==> src/rtl/isort_pkg.sv <==
// shared types and constants for the insertion sort engine
// used by isort_ctrl, isort_datapath and insertion_sort_engine_top
package isort_pkg;

    localparam int DATA_W = 32;

    // commands from controller to datapath
    typedef struct packed {
        logic insert;     // accepted input word: insert value or mark overflow
        logic emit_load;  // move smallest entry into the output register
    } isort_cmd_t;

    // status from datapath to controller
    typedef struct packed {
        logic out_free;   // output register empty or being taken this cycle
        logic last_left;  // exactly one stored entry remains
    } isort_status_t;

endpackage

==> src/rtl/insertion_sort_engine_top.sv <==
// top level of the insertion sort engine
// instantiates isort_ctrl and isort_datapath; depends on isort_pkg
//
// Usage:
//   Input channel s_*: one signed 32-bit value per word in s_tdata, s_tlast
//   marks the final value of a set. While a set is being collected a word is
//   accepted every cycle, placed by a parallel compare-and-shift across the
//   register store. Up to DEPTH values are kept; further values are accepted
//   and dropped, and every result of that set then carries the overflow flag
//   in m_tuser. The word with s_tlast starts the emit: the stored values leave
//   on the m_* channel in ascending order, equal values in arrival order,
//   m_tlast on the largest. The first result is offered once the controller
//   has entered the emit state and loaded the output register, then one per
//   cycle while m_tready is high.
//   s_tready is low during the emit; the next set may start as soon as the
//   final result sits in the output register.
//   A stall on m_tready holds the output word and pauses the drain.
//   Reset (aresetn low, synchronous) empties the store and the output.
module insertion_sort_engine_top
    import isort_pkg::*;
#(
    parameter int DEPTH = 16
) (
    input  logic        aclk,
    input  logic        aresetn,
    input  logic        s_tvalid,
    output logic        s_tready,
    input  logic [31:0] s_tdata,   // [31:0] value
    input  logic        s_tlast,   // is_last
    output logic        m_tvalid,
    input  logic        m_tready,
    output logic [31:0] m_tdata,   // [31:0] sorted_value
    output logic        m_tlast,   // end_of_run
    output logic [0:0]  m_tuser    // [0] overflowed
);

    isort_cmd_t               cmd;
    isort_status_t            status;
    logic signed [DATA_W-1:0] m_value;
    logic                     m_ovf;

    isort_ctrl u_ctrl (
        .aclk     (aclk),
        .aresetn  (aresetn),
        .s_tvalid (s_tvalid),
        .s_tlast  (s_tlast),
        .s_tready (s_tready),
        .status   (status),
        .cmd      (cmd)
    );

    isort_datapath #(
        .DEPTH (DEPTH)
    ) u_datapath (
        .aclk     (aclk),
        .aresetn  (aresetn),
        .s_value  ($signed(s_tdata)),
        .cmd      (cmd),
        .status   (status),
        .m_tready (m_tready),
        .m_tvalid (m_tvalid),
        .m_value  (m_value),
        .m_last   (m_tlast),
        .m_ovf    (m_ovf)
    );

    assign m_tdata    = m_value;
    assign m_tuser[0] = m_ovf;

endmodule

==> src/rtl/isort_ctrl.sv <==
// controller state machine for the insertion sort engine
// depends on isort_pkg for the command and status structs
module isort_ctrl
    import isort_pkg::*;
(
    input  logic          aclk,
    input  logic          aresetn,
    input  logic          s_tvalid,
    input  logic          s_tlast,
    output logic          s_tready,
    input  isort_status_t status,
    output isort_cmd_t    cmd
);

    localparam logic ST_FILL = 1'b0;
    localparam logic ST_EMIT = 1'b1;

    logic state_reg;
    logic state_next;

    // handshake and commands
    assign s_tready      = (state_reg == ST_FILL);
    assign cmd.insert    = (state_reg == ST_FILL) && s_tvalid;
    assign cmd.emit_load = (state_reg == ST_EMIT) && status.out_free;

    // next state
    always_comb begin
        state_next = state_reg;
        case (state_reg)
            ST_FILL: begin
                if (s_tvalid && s_tlast) begin
                    state_next = ST_EMIT;
                end
            end
            ST_EMIT: begin
                if (status.out_free && status.last_left) begin
                    state_next = ST_FILL;
                end
            end
            default: state_next = ST_FILL;
        endcase
    end

    // state register
    always_ff @(posedge aclk) begin
        if (!aresetn) begin
            state_reg <= ST_FILL;
        end else begin
            state_reg <= state_next;
        end
    end

    // no input word is taken while the set is being emitted
    a_no_accept_in_emit: assert property (@(posedge aclk) disable iff (!aresetn)
        (state_reg == ST_EMIT) |-> !cmd.insert)
        else $error("insert command while emitting");

    // a last word always starts an emit
    a_last_starts_emit: assert property (@(posedge aclk) disable iff (!aresetn)
        (cmd.insert && s_tlast) |=> (state_reg == ST_EMIT))
        else $error("last word did not start emit");

endmodule

==> src/rtl/isort_datapath.sv <==
// sorted register store with parallel compare-and-shift insert,
// shift-down emit and output register; depends on isort_pkg
module isort_datapath
    import isort_pkg::*;
#(
    parameter int DEPTH = 16
) (
    input  logic                     aclk,
    input  logic                     aresetn,
    input  logic signed [DATA_W-1:0] s_value,
    input  isort_cmd_t               cmd,
    output isort_status_t            status,
    input  logic                     m_tready,
    output logic                     m_tvalid,
    output logic signed [DATA_W-1:0] m_value,
    output logic                     m_last,
    output logic                     m_ovf
);

    localparam int CNT_W = $clog2(DEPTH + 1);

    logic signed [DATA_W-1:0] store_reg  [DEPTH];
    logic signed [DATA_W-1:0] store_next [DEPTH];
    logic [CNT_W-1:0]         count_reg, count_next;
    logic                     ovf_reg, ovf_next;
    logic                     out_valid_reg, out_valid_next;
    logic signed [DATA_W-1:0] out_value_reg;
    logic                     out_last_reg, out_ovf_reg;
    logic [DEPTH-1:0]         gt;
    logic                     full;

    assign full             = (count_reg == CNT_W'(DEPTH));
    assign status.out_free  = !out_valid_reg || m_tready;
    assign status.last_left = (count_reg == CNT_W'(1));

    // entries above the new value, among the valid ones
    always_comb begin
        for (int i = 0; i < DEPTH; i++) begin
            gt[i] = (CNT_W'(i) < count_reg) && (store_reg[i] > s_value);
        end
    end

    // store update: insert shifts larger entries up, emit shifts all down
    always_comb begin
        store_next = store_reg;
        count_next = count_reg;
        ovf_next   = ovf_reg;
        if (cmd.insert) begin
            if (full) begin
                ovf_next = 1'b1;
            end else begin
                count_next = count_reg + CNT_W'(1);
                for (int i = 0; i < DEPTH; i++) begin
                    if (i > 0 && gt[(i > 0) ? i - 1 : 0]) begin
                        store_next[i] = store_reg[(i > 0) ? i - 1 : 0];
                    end else if (gt[i] || CNT_W'(i) == count_reg) begin
                        store_next[i] = s_value;
                    end
                end
            end
        end else if (cmd.emit_load) begin
            count_next = count_reg - CNT_W'(1);
            for (int i = 0; i < DEPTH - 1; i++) begin
                store_next[i] = store_reg[i + 1];
            end
            if (status.last_left) begin
                ovf_next = 1'b0;
            end
        end
    end

    // output register valid
    always_comb begin
        out_valid_next = out_valid_reg;
        if (cmd.emit_load) begin
            out_valid_next = 1'b1;
        end else if (m_tready) begin
            out_valid_next = 1'b0;
        end
    end

    // control registers
    always_ff @(posedge aclk) begin
        if (!aresetn) begin
            count_reg     <= '0;
            ovf_reg       <= 1'b0;
            out_valid_reg <= 1'b0;
        end else begin
            count_reg     <= count_next;
            ovf_reg       <= ovf_next;
            out_valid_reg <= out_valid_next;
        end
    end

    // payload registers
    always_ff @(posedge aclk) begin
        store_reg <= store_next;
        if (cmd.emit_load) begin
            out_value_reg <= store_reg[0];
            out_last_reg  <= status.last_left;
            out_ovf_reg   <= ovf_reg;
        end
    end

    assign m_tvalid = out_valid_reg;
    assign m_value  = out_value_reg;
    assign m_last   = out_last_reg;
    assign m_ovf    = out_ovf_reg;

    a_count_bound: assert property (@(posedge aclk) disable iff (!aresetn)
        count_reg <= CNT_W'(DEPTH))
        else $error("fill count above depth");

    a_emit_clears: assert property (@(posedge aclk) disable iff (!aresetn)
        (cmd.emit_load && status.last_left) |=> (count_reg == '0) && !ovf_reg)
        else $error("set not cleared after final word");

    a_insert_counts: assert property (@(posedge aclk) disable iff (!aresetn)
        (cmd.insert && !full) |=> (count_reg == $past(count_reg) + CNT_W'(1)))
        else $error("insert did not grow the store");

    a_no_load_when_busy: assert property (@(posedge aclk) disable iff (!aresetn)
        (m_tvalid && !m_tready) |-> !cmd.emit_load)
        else $error("output register overwritten while stalled");

    // valid entries stay in ascending order
    for (genvar g = 0; g < DEPTH - 1; g++) begin : g_order
        a_sorted: assert property (@(posedge aclk) disable iff (!aresetn)
            (CNT_W'(g + 1) < count_reg) |-> (store_reg[g] <= store_reg[g + 1]))
            else $error("store out of order");
    end

endmodule

==> config.mk <==
export PLATFORM = sky130hd
export DESIGN_NAME = insertion_sort_engine_top
export DESIGN_NICKNAME = d
export VERILOG_FILES = /design/src/rtl/isort_pkg.sv /design/src/rtl/insertion_sort_engine_top.sv /design/src/rtl/isort_ctrl.sv /design/src/rtl/isort_datapath.sv
export SDC_FILE = /design/constraint.sdc
export NUM_CORES = 2
export LEC_CHECK = 0
export CAP_MARGIN = 20
export CORE_ASPECT_RATIO = 0.75
export CORE_MARGIN = 1.5
export CORE_UTILIZATION = 50
export CTS_CLUSTER_SIZE = 25
export DETAILED_ROUTE_END_ITERATION = 6
export DONT_BUFFER_PORTS = 1
export GPL_TIMING_DRIVEN = 0
export PLACE_DENSITY = 0.71
export SYNTH_ARGS = -nofsm -noshare
export SYNTH_HDL_FRONTEND = slang
export SYNTH_SLANG_ARGS = --single-unit
==> constraint.sdc <==
create_clock -name aclk -period 20 [get_ports aclk]
set_clock_uncertainty 0.15 [all_clocks]
set_input_delay 6 -clock aclk [delete_from_list [all_inputs] [get_ports aclk]]
set_output_delay 6 -clock aclk [all_outputs]
set_load 0.02 [all_outputs]
==> results.yml <==
synthesis:
  synth_ff_type: "edfxtp_1"
  synth-compound-area-share_pct: 22.6
  syn_area_um2: 40800
  synth-simple-area-share_pct: 15.7
  synth_xor_area_share_pct: 0.0858
  synth_edf_count: 546
  postSynthAreaPerCell_um2: 9.93
  synth_fa_ha_area_share_pct: 15.8
  synth_seq_cells: 554
  synth.area.top_cells: "edfxtp_1 40%, ha_1 16%, a221o_1 7.0%"
  postSynthCellCount: 4111
  synth_nets: 4665
  synth-warning-count: 0
  synth.distinct_cells: 64
  synth_top_area_share_pct: 40.2
  synthMuxAreaShare_pct: 0.932
  ys_seq_area_share_pct: 40.6
  ys_async_sr_fraction_pct: 0
  synth_top_family_by_area: "compound AO/OA/AOI/OAI gates"
  synth.largest_area_cell: "edfxtp_1"
critical_path:
  cp_data_required_time_ns: 20.26
  cp-start-kind: "primary input"
  critPathKind: "primary input to flop"
  cp.arrival_ns: 11.52
  r2r_start: "u_datapath.count_reg[1]"
  crit_fanout: 17
  startpoint: "s_tdata[5]"
  end_kind: "flop"
routing:
  via_per_inst: 7.31
  routedWlPerCell_um: 30.2
  drtIter0Drc: 6943
  route.detailed.drc: 1
  dr_total_vias: 38823
  drt_pre_antenna_iters: 7
  final_antenna_net_count: 0
  wl_um: 160000
die:
  rows: 90
  initial_core_util_pct: 50.6
  dieArea_um2: 83400
  dieHeight_um: 250
  pin_count: 73
  die_w_um: 333
  coreArea_um2: 80600
sta:
  hold_viol_final: 0
  relSlewSlack_pct: 9.62
  finalCritPeriodShare_pct: 56.3
  finalSetupViolCount: 0
  fmax_mhz: 88.9
  fin_setup_tns_ns: 0
  worst_pin_slew_ns: 1.34
  rsz0062_at_grt: "no"
  period_minus_slack_ns: 11.25
  slew_viol_final: 0
pwr:
  p_leak_nw: 16.9
  peakVddDrop_v: 0.0000786
  p_per_area_nw_per_um2: 116
final_layout:
  largest_register_ffs: 512
  area_delta_synth_final_pct: 10.1
  drive_gt1_share_pct: 4.49
  finalNetCount: 4751
  utilization_pct: 55.8
run_status:
  violations: "design-rule violations"
  outcome: "finished with violations"
hold_path:
  worstHoldStart: "u_datapath.ovf_reg"
  hp-class: "flop to flop"
clocking:
  cts_tree: "done"
  htreeDepth: 2
  numCtsBuffers: 61
  cts_setup_buffers: 0
  ctsResizeCount: 0
  root_buffer: "clkbuf_16"
  clockBufferDepth: 3
  cts_sinks: 554
  clk_latency_ns: 0.69
  path_clk_slew_ns: 0.06
  hold_buffers: 0
grt:
  overflow: 0
  track_usage_pct: 37.3
  antenna_found_initial: 2
  grt_pass1_wl_um: 234000
  grt_pass1_vias: 35521
  grt_max_degree: 37
place:
  routabilityCongestion: 1.07
  portBuffers: 0
  dp.final_hpwl_um: 128000
run:
  maxCapViolations: 0
-- critical path, stage by stage --
cell and delay [ns]:
inv_1 0.64, ha_1 0.38, a21oi_1 0.14, o21ai_0 0.17
a221oi_1 1.14, o211ai_1 0.17, a211oi_1 0.48, buf_2 0.30
or3_1 0.13, clkbuf_1 0.30, clkbuf_1 0.71, a41oi_4 0.58
buf_16 0.34
-- cells in the final DEF, fill, tap and decap left out, types with 101 or more instances in the layout --
cell / instances
o211ai_1: 307
nand2_1: 350
a221o_1: 284
nand4_1: 101
and3_1: 160
nand3_1: 396
clkbuf_1: 323
ha_1: 517
a21oi_1: 441
edfxtp_1: 546
o21ai_0: 106
-- per-stage QoR --
stage | cells | setup WS [ns] | area [µm²] | power [mW] | hold slack, ns
6_report | 5310 | 8.75 | 45000 | 5.23 | 0.292
5_1_grt | 5308 | 8.81 | 45000 | 5.42 | 0.298
4_1_cts | 5305 | 9.24 | 44900 | 5.09 | 0.283
3_5_place_dp | 5189 | 8.54 | 42900 | 3.90 | 0.278
3_3_place_gp | 5169 | 6.88 | 42100 | 3.78 | 0.267
2_1_floorplan | 4111 | 9.14 | 40800 | 3.14 | 0.258
-- synthesized netlist by cell type, types with 17 or more instances --
cell type / count
a21o_1: 52
nand4_1: 101
nor2_1: 28
and4_1: 17
nor2b_1: 19
clkbuf_1: 313
nand2_1: 350
and3_1: 160
a21oi_1: 443
nand3_1: 396
mux2_2: 32
o21ai_0: 106
o211ai_1: 307
ha_1: 517
and2_1: 18
a221oi_1: 17
nor4_1: 84
a221o_1: 284
nor3_1: 18
edfxtp_1: 546
inv_1: 84
buf_1: 48
-- per-layer routing --
layer	part of all wire (%)	global-route usage (%)
met3	16	13.4
met2	38	48.8
met4	3.6	13.0
met5	0.0087	0
met1	42	55.7
-- power by group --
group | internal [mW] | switching, mW
Clock | 0.674 | 0.534
Combinational | 0.683 | 1.38
Sequential | 1.69 | 0.261
-- path summary, 6_finish.rpt --
kind	slack, ns	depth (start not counted)	end
setup / recovery	8.75	13	u_datapath.store_reg[220]
hold reg to reg	0.29	0	u_datapath.m_ovf
hold / removal	0.29	0	u_datapath.m_ovf
setup reg to reg	14.03	11	u_datapath.store_reg[7]
-- cell type report --
| class | count | area (µm²) |
|---|---|---|
| Timing Repair Buffer | 23 | 505 |
| Tap cell | 1058 | 1320 |
| Buffer | 374 | 1450 |
| Antenna cell | 2 | 5.00 |
| Inverter | 84 | 315 |
| Sequential cell | 554 | 16600 |
| Fill cell | 7124 | 35700 |
| Clock buffer | 76 | 1660 |
| Clock inverter | 40 | 369 |
| Multi-Input combinational cell | 3099 | 22800 |
-- kinds of logic (layout without fill, tap and decap cells) --
logic type | Yosys count | in the layout
muxes | 34 | 34
xor gates and xnor gates | 4 | 4
other | 0 | 2
AOI/OAI and AO/OA | 1306 | 1306
and+or+nand+nor | 1238 | 1238
adders and majority gates | 517 | 517
DFF | 554 | 554
buffers and inverters | 458 | 597
Power figures use the tool's default switching activity.
